<file path="src/hdl/assert_macros.svh">
// assertion macros used by the top-level rtl file
`ifndef ASSERT_MACROS_SVH
`define ASSERT_MACROS_SVH

// same-cycle implication, checked out of reset
`define ASSERT_IMPL(label, ante, cons) \
	label: assert property (@(posedge clk) disable iff (!arst_n) (ante) |-> (cons)) \
		else $error("assertion failed");

// next-cycle implication, checked out of reset
`define ASSERT_NEXT(label, ante, cons) \
	label: assert property (@(posedge clk) disable iff (!arst_n) (ante) |=> (cons)) \
		else $error("assertion failed");

`endif

</file>
<file path="src/hdl/sbda_pkg.sv">
// shared constants and controller/datapath interface types
`timescale 1ns / 1ps

package sbda_pkg;

	localparam int VALUE_BITS = 32;
	localparam int MAX_DIGITS = 10;
	localparam int DIGIT_BITS = 4;
	localparam int BCD_BITS   = MAX_DIGITS * DIGIT_BITS;
	localparam int STEP_BITS  = $clog2(VALUE_BITS);
	localparam int CNT_BITS   = 4;
	localparam int IDX_BITS   = $clog2(MAX_DIGITS);
	localparam int SIZE_BITS  = 4;
	localparam int CHAR_BITS  = 8;
	localparam int RUN_BITS   = 5;

	localparam logic [SIZE_BITS-1:0] BUFFER_SIZE_RESET = 4'd10;
	localparam logic [CHAR_BITS-1:0] CHAR_ZERO  = 8'h30;
	localparam logic [CHAR_BITS-1:0] CHAR_MINUS = 8'h2D;
	localparam logic [CHAR_BITS-1:0] CHAR_NUL   = 8'h00;

	// commands from controller to datapath
	typedef struct packed {
		logic load;
		logic step;
		logic plan;
		logic emit;
	} dp_cmd_t;

	// status from datapath to controller
	typedef struct packed {
		logic step_last;
		logic chars_left;
		logic slot_free;
	} dp_sts_t;

endpackage

</file>
<file path="src/hdl/sbda_ctrl.sv">
// controller state machine: accept, convert, plan, emit
`timescale 1ns / 1ps

module sbda_ctrl (
	input  logic             clk,
	input  logic             arst_n,
	input  logic             in_valid,
	output logic             in_ready,
	input  sbda_pkg::dp_sts_t sts,
	output sbda_pkg::dp_cmd_t cmd
);
	import sbda_pkg::*;

	typedef enum logic [3:0] {
		ST_IDLE = 4'b0001,
		ST_CONV = 4'b0010,
		ST_PLAN = 4'b0100,
		ST_EMIT = 4'b1000
	} state_t;

	state_t state_q;
	state_t state_d;

	// next state
	always_comb begin
		state_d = state_q;
		case (state_q)
			ST_IDLE: if (in_valid) state_d = ST_CONV;
			ST_CONV: if (sts.step_last) state_d = ST_PLAN;
			ST_PLAN: state_d = ST_EMIT;
			ST_EMIT: if (!sts.chars_left) state_d = ST_IDLE;
			default: state_d = ST_IDLE;
		endcase
	end

	always_ff @(posedge clk or negedge arst_n) begin
		if (!arst_n) begin
			state_q <= ST_IDLE;
		end else begin
			state_q <= state_d;
		end
	end

	// commands
	assign in_ready = (state_q == ST_IDLE);
	always_comb begin
		cmd      = '0;
		cmd.load = (state_q == ST_IDLE) && in_valid;
		cmd.step = (state_q == ST_CONV);
		cmd.plan = (state_q == ST_PLAN);
		cmd.emit = (state_q == ST_EMIT) && sts.chars_left && sts.slot_free;
	end

endmodule

</file>
<file path="src/hdl/sbda_dpath.sv">
// datapath: magnitude, shift-add-3 conversion, character sequencing, output register
`timescale 1ns / 1ps

module sbda_dpath (
	input  logic                             clk,
	input  logic                             arst_n,
	input  logic                             cfg_we,
	input  logic [sbda_pkg::SIZE_BITS-1:0]   cfg_wdata,
	input  logic [sbda_pkg::VALUE_BITS-1:0]  in_value,
	input  sbda_pkg::dp_cmd_t                cmd,
	output sbda_pkg::dp_sts_t                sts,
	output logic                             out_valid,
	input  logic                             out_ready,
	output logic [sbda_pkg::CHAR_BITS-1:0]   out_char,
	output logic                             out_last
);
	import sbda_pkg::*;

	logic [SIZE_BITS-1:0]  size_q;
	logic                  neg_q;
	logic [VALUE_BITS-1:0] bin_q;
	logic [BCD_BITS-1:0]   bcd_q;
	logic [STEP_BITS-1:0]  step_q;
	logic                  minus_q;
	logic [CNT_BITS-1:0]   dig_left_q;
	logic                  term_q;
	logic                  out_valid_q;
	logic [CHAR_BITS-1:0]  out_char_q;
	logic                  out_last_q;

	logic [BCD_BITS-1:0]   bcd_adj;
	logic [DIGIT_BITS-1:0] digits [MAX_DIGITS];
	logic [VALUE_BITS-1:0] mag;
	logic [CNT_BITS-1:0]   nd;
	logic                  has_minus;
	logic [CNT_BITS-1:0]   s1;
	logic [CNT_BITS-1:0]   kept;
	logic [RUN_BITS-1:0]   remaining;
	logic [IDX_BITS-1:0]   dig_idx;
	logic [CHAR_BITS-1:0]  next_char;

	// buffer size register
	always_ff @(posedge clk or negedge arst_n) begin
		if (!arst_n) begin
			size_q <= BUFFER_SIZE_RESET;
		end else if (cfg_we) begin
			size_q <= cfg_wdata;
		end
	end

	// absolute value; the most negative input maps onto its exact magnitude
	assign mag = in_value[VALUE_BITS-1] ? (~in_value + VALUE_BITS'(1)) : in_value;

	// add 3 to every bcd digit of 5 or more before the shift
	always_comb begin
		for (int i = 0; i < MAX_DIGITS; i++) begin
			digits[i] = bcd_q[i*DIGIT_BITS +: DIGIT_BITS];
			bcd_adj[i*DIGIT_BITS +: DIGIT_BITS] = (digits[i] >= 4'd5) ?
				digits[i] + 4'd3 : digits[i];
		end
	end

	// conversion registers
	always_ff @(posedge clk) begin
		if (cmd.load) begin
			neg_q  <= in_value[VALUE_BITS-1];
			bin_q  <= mag;
			bcd_q  <= '0;
			step_q <= '0;
		end else if (cmd.step) begin
			{bcd_q, bin_q} <= {bcd_adj[BCD_BITS-2:0], bin_q, 1'b0};
			step_q         <= step_q + STEP_BITS'(1);
		end
	end

	// significant digit count, at least one so zero prints as a single digit
	always_comb begin
		nd = CNT_BITS'(1);
		for (int i = 1; i < MAX_DIGITS; i++) begin
			if (digits[i] != '0) nd = CNT_BITS'(i + 1);
		end
	end

	// slot plan: sign first, then the low digits that fit, then the terminator
	assign has_minus = neg_q && (size_q != '0);
	assign s1        = size_q - {{(CNT_BITS-1){1'b0}}, has_minus};
	assign kept      = (nd < s1) ? nd : s1;

	// next character in the run
	assign remaining = {{(RUN_BITS-1){1'b0}}, minus_q} + {1'b0, dig_left_q}
		+ {{(RUN_BITS-1){1'b0}}, term_q};
	assign dig_idx   = IDX_BITS'(dig_left_q - CNT_BITS'(1));
	always_comb begin
		if (minus_q) begin
			next_char = CHAR_MINUS;
		end else if (dig_left_q != '0) begin
			next_char = CHAR_ZERO + {{(CHAR_BITS-DIGIT_BITS){1'b0}}, digits[dig_idx]};
		end else begin
			next_char = CHAR_NUL;
		end
	end

	// run bookkeeping
	always_ff @(posedge clk or negedge arst_n) begin
		if (!arst_n) begin
			minus_q    <= 1'b0;
			dig_left_q <= '0;
			term_q     <= 1'b0;
		end else if (cmd.plan) begin
			minus_q    <= has_minus;
			dig_left_q <= kept;
			term_q     <= (s1 != kept);
		end else if (cmd.emit) begin
			if (minus_q) begin
				minus_q <= 1'b0;
			end else if (dig_left_q != '0) begin
				dig_left_q <= dig_left_q - CNT_BITS'(1);
			end else begin
				term_q <= 1'b0;
			end
		end
	end

	// output register
	always_ff @(posedge clk or negedge arst_n) begin
		if (!arst_n) begin
			out_valid_q <= 1'b0;
		end else if (cmd.emit) begin
			out_valid_q <= 1'b1;
		end else if (out_ready) begin
			out_valid_q <= 1'b0;
		end
	end

	always_ff @(posedge clk) begin
		if (cmd.emit) begin
			out_char_q <= next_char;
			out_last_q <= (remaining == RUN_BITS'(1));
		end
	end

	assign out_valid = out_valid_q;
	assign out_char  = out_char_q;
	assign out_last  = out_last_q;

	// status
	assign sts.step_last  = (step_q == STEP_BITS'(VALUE_BITS - 1));
	assign sts.chars_left = (remaining != '0);
	assign sts.slot_free  = !out_valid_q || out_ready;

endmodule

</file>
<file path="src/hdl/signed_binary_to_decimal_ascii.sv">
// top level: signed binary to decimal ascii converter
//
// channel   direction  tdata                  tuser/tlast
// s_axis    in         [31:0] value           -
// m_axis    out        [7:0]  character       tlast = last_char
// cfg       in         [3:0]  buffer_size     write on cfg_we
//
// one item passes through an accept state, one shift-add-3 step per magnitude bit,
// a planning state, one character per cycle while m_axis is not stalled (0 to 12
// characters) and a closing step; the next item is taken only after the run has
// closed, once the last character has entered the output register
// arst_n clears the controller, the run counters and the output valid; size resets to 10
// a stalled m_axis holds the character and the run waits behind it
`timescale 1ns / 1ps
`include "assert_macros.svh"

module signed_binary_to_decimal_ascii (
	input  logic                            clk,
	input  logic                            arst_n,
	input  logic                            cfg_we,
	input  logic [sbda_pkg::SIZE_BITS-1:0]  cfg_wdata,
	input  logic                            s_axis_tvalid,
	output logic                            s_axis_tready,
	input  logic [sbda_pkg::VALUE_BITS-1:0] s_axis_tdata,  // [31:0] value
	output logic                            m_axis_tvalid,
	input  logic                            m_axis_tready,
	output logic [sbda_pkg::CHAR_BITS-1:0]  m_axis_tdata,  // [7:0] character
	output logic                            m_axis_tlast
);
	import sbda_pkg::*;

	dp_cmd_t cmd;
	dp_sts_t sts;

	// controller
	sbda_ctrl u_ctrl (
		.clk      (clk),
		.arst_n   (arst_n),
		.in_valid (s_axis_tvalid),
		.in_ready (s_axis_tready),
		.sts      (sts),
		.cmd      (cmd)
	);

	// datapath
	sbda_dpath u_dpath (
		.clk       (clk),
		.arst_n    (arst_n),
		.cfg_we    (cfg_we),
		.cfg_wdata (cfg_wdata),
		.in_value  (s_axis_tdata),
		.cmd       (cmd),
		.sts       (sts),
		.out_valid (m_axis_tvalid),
		.out_ready (m_axis_tready),
		.out_char  (m_axis_tdata),
		.out_last  (m_axis_tlast)
	);

	// no new item while characters of the previous run are still owed
	`ASSERT_IMPL(a_idle_no_run, s_axis_tready, !sts.chars_left)
	// a character is only loaded into a free output register
	`ASSERT_IMPL(a_emit_free, cmd.emit, sts.slot_free)
	// the last conversion step is followed by planning
	`ASSERT_NEXT(a_step_to_plan, cmd.step && sts.step_last, cmd.plan)

endmodule
</file>
<file path="config.mk">
export PLATFORM = sky130hd
export DESIGN_NAME = signed_binary_to_decimal_ascii
export DESIGN_NICKNAME = d
export VERILOG_FILES = /design/src/hdl/sbda_pkg.sv /design/src/hdl/sbda_ctrl.sv /design/src/hdl/sbda_dpath.sv /design/src/hdl/signed_binary_to_decimal_ascii.sv
export VERILOG_INCLUDE_DIRS = /design/src /design/src/hdl
export SDC_FILE = /design/constraint.sdc
export NUM_CORES = 1
export LEC_CHECK = 0
export BUFFER_PORTS_ARGS = -buffer_cell sky130_fd_sc_hd__buf_4
export CORE_MARGIN = 5
export CORE_UTILIZATION = 45
export DETAILED_ROUTE_END_ITERATION = 7
export GPL_ROUTABILITY_DRIVEN = 0
export GPL_TIMING_DRIVEN = 0
export RECOVER_POWER = 100
export SYNTH_ARGS = -nofsm -noshare
export SYNTH_HDL_FRONTEND = slang
export SYNTH_SLANG_ARGS = --single-unit
</file>
<file path="constraint.sdc">
create_clock -name clk -period 6.08 [get_ports clk]
set_input_delay 0.304 -clock clk [delete_from_list [all_inputs] [get_ports clk]]
set_output_delay 0.304 -clock clk [all_outputs]
set_load 0.05 [all_outputs]
</file>
==> run metrics, run 1 <==
synthesis-stage register bit count=100; total die area=16200 um2; P_leak=2.75 nW; row cnt=42; core box area=13300 um2; Flop pwr share=45.2%; worst path arrival time=3.77 ns; largest net degree at the start of global routing=33; Seq/Total Area, Yosys=40.2%; number of iterations in the first detailed-routing pass=5; r2r setup slk=2.42 ns; share of layout cells above drive strength 1=12.1%; Worst setup startpoint=u_dpath.dig_left_q[0]; power share of the clock group=26.2%; status=complete, but fails checks; Fin Clk Skew=0.00938 ns; multi-input logic area=3420 um2; cell count after synthesis=666; CP endpoint kind=flip-flop; failing checks=max-capacitance violations, max-slew violations; Bufs on Longest Clock Path=2; worst min-delay path class=in -> reg; Overflow after GRT=0; count of input and output buffers=49; clk sinks=100; sw frac=35.5%; DP Wirelength=11.0 mm; drt initial violations=455; number of synthesized flops with an enable pin=40; total track usage=18.9%; Skew-Pair Late Insertion Delay=0.35 ns; Final ANT Viol Nets=0; mean area per synthesized cell=9.27 um2; Die W=127 um; Synth top area share=19.5%; worst flop-to-flop path endpoint=u_dpath.out_char[3]; Crit Path Max Fanout=10; die height=127 um; Post-synth ARST share=15.0%; CTS tree=done; most numerous cell in the Yosys netlist=o21ai_0; crit share post-route=60.2%; global-route wire length before repair=24.6 mm; nets=804; TritonCTS buffer count=9; CP required=6.19 ns; final cell count without fillers=909; maximum vdd drop=0.194 mV; Final Hold Violating Endpoints=0; worst reg2reg startpoint=u_dpath.dig_left_q[0]; vias in the first global route=4891; YS warnings=0; initial antenna violation count=0; Finish-stage setup viols=0; Post-CTS Resized=0; R2R depth=9; critical path class=reg -> reg; Vias/cell=5.61; PwrDens=303 nW/um2; CP Launch Type=flip-flop; wirelength, routed=15.0 mm; Main synth FF type=dfxtp_1; Vias=5102; RSZ-0062 raised after global routing=false; Max Fclk=0.273 GHz; register area=2480 um2; Initial Util=46.3%; H-tree depth=3; CTS Root Buffer Type=clkbuf_16; # DRC=0; placed insts=892; Logic pwr share=28.6%; min Tclk post-route=3.66 ns; Slew @ Worst Pin=1.63 ns; # IOs=52; synthesis-to-finish area growth=13.4%; cell taking the most area after synthesis=edfxtp_1; max_cap viols=1; max-slew violation count=11; Area contributors post-synth=edfxtp_1 (19%), dfxtp_1 (15%), ha_1 (6.9%), o21ai_0 (5.9%), xor2_1 (5.4%); Clock transition at path regs=0.07 ns; wire per inst=16.5 um; fillers=1247; CP endpoint=u_dpath.out_char[3]; Power Internal=0.00137 W; NetSw=0.000752 W; Post-synth top cells=o21ai_0 (73), nand2_1 (68), a21oi_1 (47); post-synthesis cell type count=68; TNS Setup=0 ns; diode count=0; area of the mapped netlist=6170 um2; Slew headroom=-10.1%
[kinds of logic after synthesis]
family | Yosys count | share of synthesized area (%)
xor gates and xnor gates | 55 | 7.80
and+or+nand+nor | 213 | 18.1
adders and majority gates | 35 | 7.21
DFF | 100 | 40.2
buffers and inverters | 66 | 4.32
other | 1 | 0.0607
muxes | 20 | 4.96
AOI/OAI and AO/OA | 176 | 17.3
[worst max-delay path, cell delays in order (launching register included)]
cell	delay, ns
dfrtp_1	0.37
clkbuf_1	0.42
clkbuf_1	0.58
inv_1	0.17
ha_1	0.39
clkbuf_1	0.48
mux4_2	0.41
mux2i_1	0.25
o22ai_1	0.14
a21o_1	0.20
[worst min-delay path by stage]
stage | startpoint | to | slack [ns] | cells after the start
after floorplan | arst_n | u_ctrl.state_q[1] | 0.008 | 0
after global placement | arst_n | u_dpath.out_valid | 0.17 | 1
after detailed placement | arst_n | u_dpath.out_valid | 0.17 | 1
after CTS | cfg_we | u_dpath.size_q[1] | 0.13 | 2
after global routing | cfg_we | u_dpath.size_q[1] | 0.16 | 2
final | cfg_we | u_dpath.size_q[1] | 0.15 | 2
[metal layers]
| layer | up-vias | share of wire, % | track usage [%] |
|---|---|---|---|
| li1 | 2516 | - | - |
| met2 | 137 | 46 | 30.3 |
| met1 | 2428 | 46 | 26.0 |
| met3 | 21 | 6.1 | 4.09 |
| met4 | 0 | 1.6 | 5.11 |
| met5 | - | 0 | 0 |
[placed cells by master (no fill, tap or decap), types with 17 or more instances in the layout]
cell type | netlist | layout
dfxtp_1 | 45 | 45
nand3_1 | 40 | 40
o21ai_0 | 73 | 81
nor2_1 | 41 | 41
o31ai_1 | 17 | 17
edfxtp_1 | 40 | 40
xnor2_1 | 17 | 17
clkbuf_1 | 21 | 35
xor2_1 | 38 | 38
nand2_1 | 68 | 68
buf_4 | 2 | 41
ha_1 | 34 | 34
a21oi_1 | 47 | 47
inv_1 | 36 | 36
[per-stage QoR]
stage	hold WS (ns)	total power (W)	instance area, um2	setup WS (ns)	utilization [%]
finish	0.151	0.00212	7000	2.42	52.5
global route	0.161	0.00226	7000	2.06	52.5
CTS	0.135	0.00215	7060	2.68	52.9
detailed placement	0.166	0.00159	6770	2.71	50.7
global placement	0.165	0.00157	6770	2.74	50.7
floorplan	0.00841	0.00136	6180	2.61	-
[sequential cells by signal, summed over array words and instances (netlist names), 4 cells and up]
register            count
u_dpath.dig_left_q      4
u_dpath.bcd_q          40
u_dpath.bin_q          32
u_dpath.size_q          4
u_dpath.step_q          5
u_ctrl.state_q          4
u_dpath.out_char        6
[area by class of cell]
cell class	instances	area share, %
buffer	30	1.75
clock buffer	9	3.22
clock inverter	7	0.858
inverter	36	1.93
multi-input combinational	501	48.8
sequential	100	35.4
tap	176	3.14
timing repair buffer	50	4.86
[power by group through the flow]
stage	Sequential (W)	Clock (W)	Combinational, W
after global routing	0.000971	0.000600	0.000684
after global placement	0.000968	0	0.000602
after detailed placement	0.000974	0	0.000616
final	0.000957	0.000556	0.000606
after CTS	0.000960	0.000571	0.000619
after floorplan	0.000952	0	0.000413
[repair_timing]
| item | CTS | global route |
|---|---|---|
| endpoints found under the hold margin | 12 | 0 |
| setup endpoints to repair | 0 | 0 |
| hold buffers | 1 | 0 |
| buffers inserted | 0 | 0 |
No activity file was read; power rests on OpenSTA's default activity.
==> inputs of run 2 (changes only) <==
clock period = 3.75 ns   (was 6.08 ns; I/O delays follow)
==> run 2 against run 1 <==
  * The run still ends with max-capacitance violations, max-slew violations left
  * Clock power increased by 62%
  * Hold slack got worse by 0.12 ns
  * Utilization hardly changed
  * Global-route usage unchanged
  * Final area about the same
  * Power grew 62%
  * Critical path type unchanged
  * Largest cell class unchanged
  * Largest power group unchanged
==> run metrics, run 2 (synthesis results as in run 1) <==
status=complete, but fails checks (unchanged); failing checks=max-capacitance violations, max-slew violations (unchanged); wirelength, routed=15.0 mm (about the same); total track usage=18.9% (unchanged); number of flip-flops in the largest register=40 (unchanged); worst reg2reg startpoint=u_dpath.dig_left_q[0] (unchanged); Final ANT Viol Nets=0 (unchanged); CP endpoint kind=flip-flop (unchanged); Slew @ Worst Pin=1.63 ns (about the same); Finish-stage setup viols=0 (unchanged); setup ws final=0.359 ns (was 2.42 ns); die height=127 um (unchanged); Slew headroom=-10.1% (about the same); RSZ-0062 raised after global routing=false (unchanged); P_leak=2.75 nW (about the same); H-tree depth=3 (unchanged); Initial Util=46.3% (unchanged); worst min-delay path class=in -> reg (unchanged); Post-CTS Setup Bufs=0 (unchanged); max-slew violation count=11 (unchanged); number of iterations in the first detailed-routing pass=5 (unchanged); maximum vdd drop=0.314 mV (was 0.194 mV); Post-Route Utilization=52.5% (about the same); max_cap viols=1 (unchanged); core box area=13300 um2 (unchanged); crit share post-route=90.4% (was 60.2%); CTS Root Buffer Type=clkbuf_16 (unchanged); cts hold-fix bufs=1 (unchanged); worst path arrival time=3.50 ns (was 3.77 ns); initial antenna violation count=0 (unchanged); CTS tree=done (unchanged); Skew-Pair Late Insertion Delay=0.35 ns (about the same); Final Hold Violating Endpoints=0 (unchanged); Worst setup startpoint=u_dpath.dig_left_q[0] (unchanged); Clock transition at path regs=0.07 ns (about the same); HP Start=cfg_we (unchanged); TNS Setup=0 ns (unchanged); # DRC=0 (unchanged); Max Fclk=0.295 GHz (was 0.273 GHz); Overflow after GRT=0 (unchanged); Fin Clk Skew=0.00959 ns (was 0.00938 ns); CP required=3.86 ns (was 6.19 ns); placed insts=892 (unchanged); total die area=16200 um2 (unchanged); PwrDens=490 nW/um2 (was 303 nW/um2); Vias/cell=5.60 (was 5.61); Bufs on Longest Clock Path=2 (unchanged); TritonCTS buffer count=9 (unchanged); drt initial violations=452 (was 455); Vias=5094 (was 5102); Crit Path Max Fanout=10 (unchanged); CP Launch Type=flip-flop (unchanged); DP Worst Slack=0.377 ns (was 2.71 ns); DP Wirelength=11.0 mm (unchanged); vias in the first global route=4891 (unchanged); count of input and output buffers=49 (unchanged); synthesis-to-finish area growth=13.5% (was 13.4%); global-route wire length before repair=24.6 mm (unchanged); diode count=0 (unchanged); clk sinks=100 (unchanged); critical path class=reg -> reg (unchanged); Largest Register=u_dpath.bcd_q (unchanged); Post-CTS Resized=0 (unchanged); row cnt=42 (unchanged); share of layout cells above drive strength 1=12.4% (was 12.1%); largest net degree at the start of global routing=33 (unchanged); Die W=127 um (unchanged); commonest non-fill, non-tap cell in the layout=o21ai_0 (unchanged); most frequent cells in the layout=o21ai_0 (81), nand2_1 (67), a21oi_1 (47) (was o21ai_0 (81), nand2_1 (68), a21oi_1 (47)); wire per inst=16.5 um (about the same); nets=804 (unchanged); final cell count without fillers=909 (unchanged); # IOs=52 (unchanged); min Tclk post-route=3.39 ns (was 3.66 ns)
run 2: per-layer routing:
layer	global-route usage, %	up-vias	wire length [um]
li1	-	2515	-
met1	26.0	2430	6980
met2	30.3	128	6970
met3	4.09	21	845
met4	5.11	0	235
met5	0	-	0
run 2: critical path: stages, from the launching register on:
cell and delay, ns:
dfrtp_1 0.37, clkbuf_1 0.42, buf_2 0.39, inv_1 0.12
ha_1 0.36, clkbuf_1 0.48, mux4_2 0.41, mux2i_1 0.25
o22ai_1 0.14, a21o_1 0.20
run 2: final cells by class:
type | instances | area (um2)
plain buffers | 30 | 124
clock buffers | 9 | 225
clock inverters | 7 | 60.1
fillers | 1245 | 6340
inverters | 36 | 135
multi-input cells | 501 | 3420
flip-flops and latches | 100 | 2480
well taps | 176 | 220
repair buffers | 50 | 340
run 2: final timing paths:
check | endpoint | slack, ns | cells after the start
min in group asynchronous | u_dpath.out_valid | 0.43 | 2
max | u_dpath.out_char[3] | 0.36 | 9
min | u_dpath.size_q[1] | 0.03 | 2
max in group asynchronous | u_dpath.dig_left_q[3] | 2.83 | 2
max reg2reg | u_dpath.out_char[3] | 0.36 | 9
min reg2reg | u_dpath.bcd_q[0] | 0.45 | 2
run 2: stage by stage:
stage | hold slack [ns] | cell area [um2] | total power, W
after floorplan | -0.108 | 6180 | 0.00221
after global placement | 0.0488 | 6770 | 0.00255
after detailed placement | 0.0499 | 6770 | 0.00258
after CTS | 0.0185 | 7060 | 0.00349
after global routing | 0.0444 | 7010 | 0.00365
final | 0.0345 | 7010 | 0.00343
run 2: report_power, final:
part | switching [W] | internal, W
Combinational | 0.000681 | 0.000304
Sequential | 0.0000987 | 0.00145
Clock | 0.000442 | 0.000460
==> inputs of run 3 (changes only) <==
CORE_ASPECT_RATIO = 0.6   (was unset)
==> run 3 against run 2 <==
  * Clock power increased by 8.9%
  * Largest power group unchanged
  * Register-to-register slack worse by 0.11 ns
  * Worst setup slack worse by 0.11 ns
  * The flow still finishes with violations (max-capacitance violations, max-slew violations)
==> run metrics, run 3 (synthesis results as in run 1) <==
Vias=5160 (was 5094); Bufs on Longest Clock Path=2 (unchanged); CP required=3.86 ns (about the same); min Tclk post-route=3.50 ns (was 3.39 ns); worst min-delay path class=in -> reg (unchanged); number of iterations in the first detailed-routing pass=6 (was 5); worst reg2reg startpoint=u_dpath.dig_left_q[0] (unchanged); Overflow after GRT=0 (unchanged); Die W=161 um (was 127 um); initial antenna violation count=0 (unchanged); CP endpoint kind=flip-flop (unchanged); cts hold-fix bufs=1 (unchanged); nets=804 (unchanged); Post-CTS Setup Bufs=0 (unchanged); vias in the first global route=4991 (was 4891); wire per inst=18.0 um (was 16.5 um); R2R depth=9 (unchanged); count of input and output buffers=49 (unchanged); worst flop-to-flop path endpoint=u_dpath.out_char[2] (was u_dpath.out_char[3]); clk sinks=100 (unchanged); r2r setup slk=0.25 ns (was 0.36 ns); Finish-stage setup viols=0 (unchanged); synthesis-to-finish area growth=13.9% (was 13.5%); Final Hold Violating Endpoints=0 (unchanged); share of layout cells above drive strength 1=12.4% (unchanged); Final ANT Viol Nets=0 (unchanged); most frequent cells in the layout=o21ai_0 (81), nand2_1 (67), a21oi_1 (47) (unchanged); row cnt=33 (was 42); Max Fclk=0.286 GHz (was 0.295 GHz); die height=101 um (was 127 um); Fin Clk Skew=0.00697 ns (was 0.00959 ns); P_leak=2.76 nW (was 2.75 nW); TNS Setup=0 ns (unchanged); Worst path most repeated cell=clkbuf_1 (unchanged); crit share post-route=93.3% (was 90.4%); CP max stage delay=0.51 ns (was 0.48 ns); Largest Register=u_dpath.bcd_q (unchanged); H-tree depth=3 (unchanged); CP endpoint=u_dpath.out_char[2] (was u_dpath.out_char[3]); Clock transition at path regs=0.07 ns (about the same); largest net degree at the start of global routing=33 (unchanged); CP Launch Type=flip-flop (unchanged); CTS Root Buffer Type=clkbuf_16 (unchanged); maximum vdd drop=0.240 mV (was 0.314 mV); global-route wire length before repair=26.4 mm (was 24.6 mm); Crit Path Max Fanout=10 (unchanged); PwrDens=501 nW/um2 (was 490 nW/um2); RSZ-0062 raised after global routing=false (unchanged); Slew @ Worst Pin=1.78 ns (was 1.63 ns); # DRC=0 (unchanged); Hold Slack=0.0328 ns (was 0.0345 ns); cell chain of the critical path=clkbuf_1, buf_2, inv_1, ha_1, clkbuf_1, mux4_2, mux2i_1, o22ai_1, a21o_1 (unchanged); drt initial violations=368 (was 452); Initial Util=45.6% (was 46.3%); core box area=13500 um2 (was 13300 um2); TritonCTS buffer count=9 (unchanged); CP max stage cell=clkbuf_1 (unchanged); number of flip-flops in the largest register=40 (unchanged); Slew headroom=-20.7% (was -10.1%); DP Wirelength=12.3 mm (was 11.0 mm); wirelength, routed=16.4 mm (was 15.0 mm); Vias/cell=5.68 (was 5.60); diode count=0 (unchanged); max_cap viols=2 (was 1); commonest non-fill, non-tap cell in the layout=o21ai_0 (unchanged); Worst setup startpoint=u_dpath.dig_left_q[0] (unchanged); max-slew violation count=22 (was 11); status=complete, but fails checks (unchanged); Skew-Pair Late Insertion Delay=0.35 ns (about the same); CTS tree=done (unchanged); total track usage=20.6% (was 18.9%); total die area=16200 um2 (about the same); worst path arrival time=3.61 ns (was 3.50 ns); critical path class=reg -> reg (unchanged); # IOs=52 (unchanged); failing checks=max-capacitance violations, max-slew violations (unchanged); Post-CTS Resized=0 (unchanged)
## run 3: cell types whose count changed in the layout (fill, tap and decap cells not counted), sizes merged
cell / change
clkinv: -1
bufinv: +1
inv: -1
clkbuf: +1
## run 3: final cells by class
class	count	area (um2)
tap	175	219
clock buffer	10	239
multi-input combinational	501	3420
clock inverter	6	72.6
timing repair buffer	50	340
inverter	36	135
sequential	100	2480
buffer	30	124
fill	1237	6510
## run 3: worst max-delay path, delay by kind of cell, from the launching register on
| kind | cells | cell delay, ns |
|---|---|---|
| buf+inv | 4 | 1.48 |
| flops | 1 | 0.38 |
| fa+ha+maj | 1 | 0.38 |
| mux | 2 | 0.61 |
| compound gates | 2 | 0.40 |
## run 3: worst min-delay path by stage
| stage | start | to | cells past startpoint | slack (ns) |
|---|---|---|---|---|
| 3_3_place_gp | arst_n | u_ctrl.state_q[1] | 1 | 0.06 |
| 2_1_floorplan | arst_n | u_ctrl.state_q[1] | 0 | -0.11 |
| 5_1_grt | cfg_wdata[0] | u_dpath.size_q[0] | 3 | 0.03 |
| 3_5_place_dp | arst_n | u_ctrl.state_q[2] | 1 | 0.06 |
| 6_report | cfg_we | u_dpath.size_q[1] | 2 | 0.03 |
| 4_1_cts | cfg_we | u_dpath.size_q[1] | 2 | 0.03 |
## run 3: power breakdown
group / internal [W] / total, W / switching [W]
registers: 0.00145 / 0.00155 / 0.0000982
logic: 0.000303 / 0.000994 / 0.000691
clock network: 0.000542 / 0.000982 / 0.000440
## run 3: metal layers
layer | vias to the layer above | global-route usage [%] | routed length, um
met1 | 2498 | 31.5 | 8570
met2 | 136 | 29.0 | 6660
met5 | - | 0 | 0
met4 | 0 | 4.98 | 136
met3 | 12 | 5.03 | 1010
li1 | 2514 | - | -
## run 3: per-stage QoR
stage | utilization, % | area (um2) | cells | power [W] | worst slack, ns
2_1_floorplan | - | 6180 | 667 | 0.00221 | 0.279
6_report | 51.9 | 7030 | 908 | 0.00352 | 0.251
5_1_grt | 51.9 | 7030 | 908 | 0.00373 | 0.0563
3_5_place_dp | 50.0 | 6770 | 891 | 0.00258 | 0.332
3_3_place_gp | 50.0 | 6770 | 891 | 0.00254 | 0.355
4_1_cts | 52.3 | 7090 | 908 | 0.00355 | 0.292
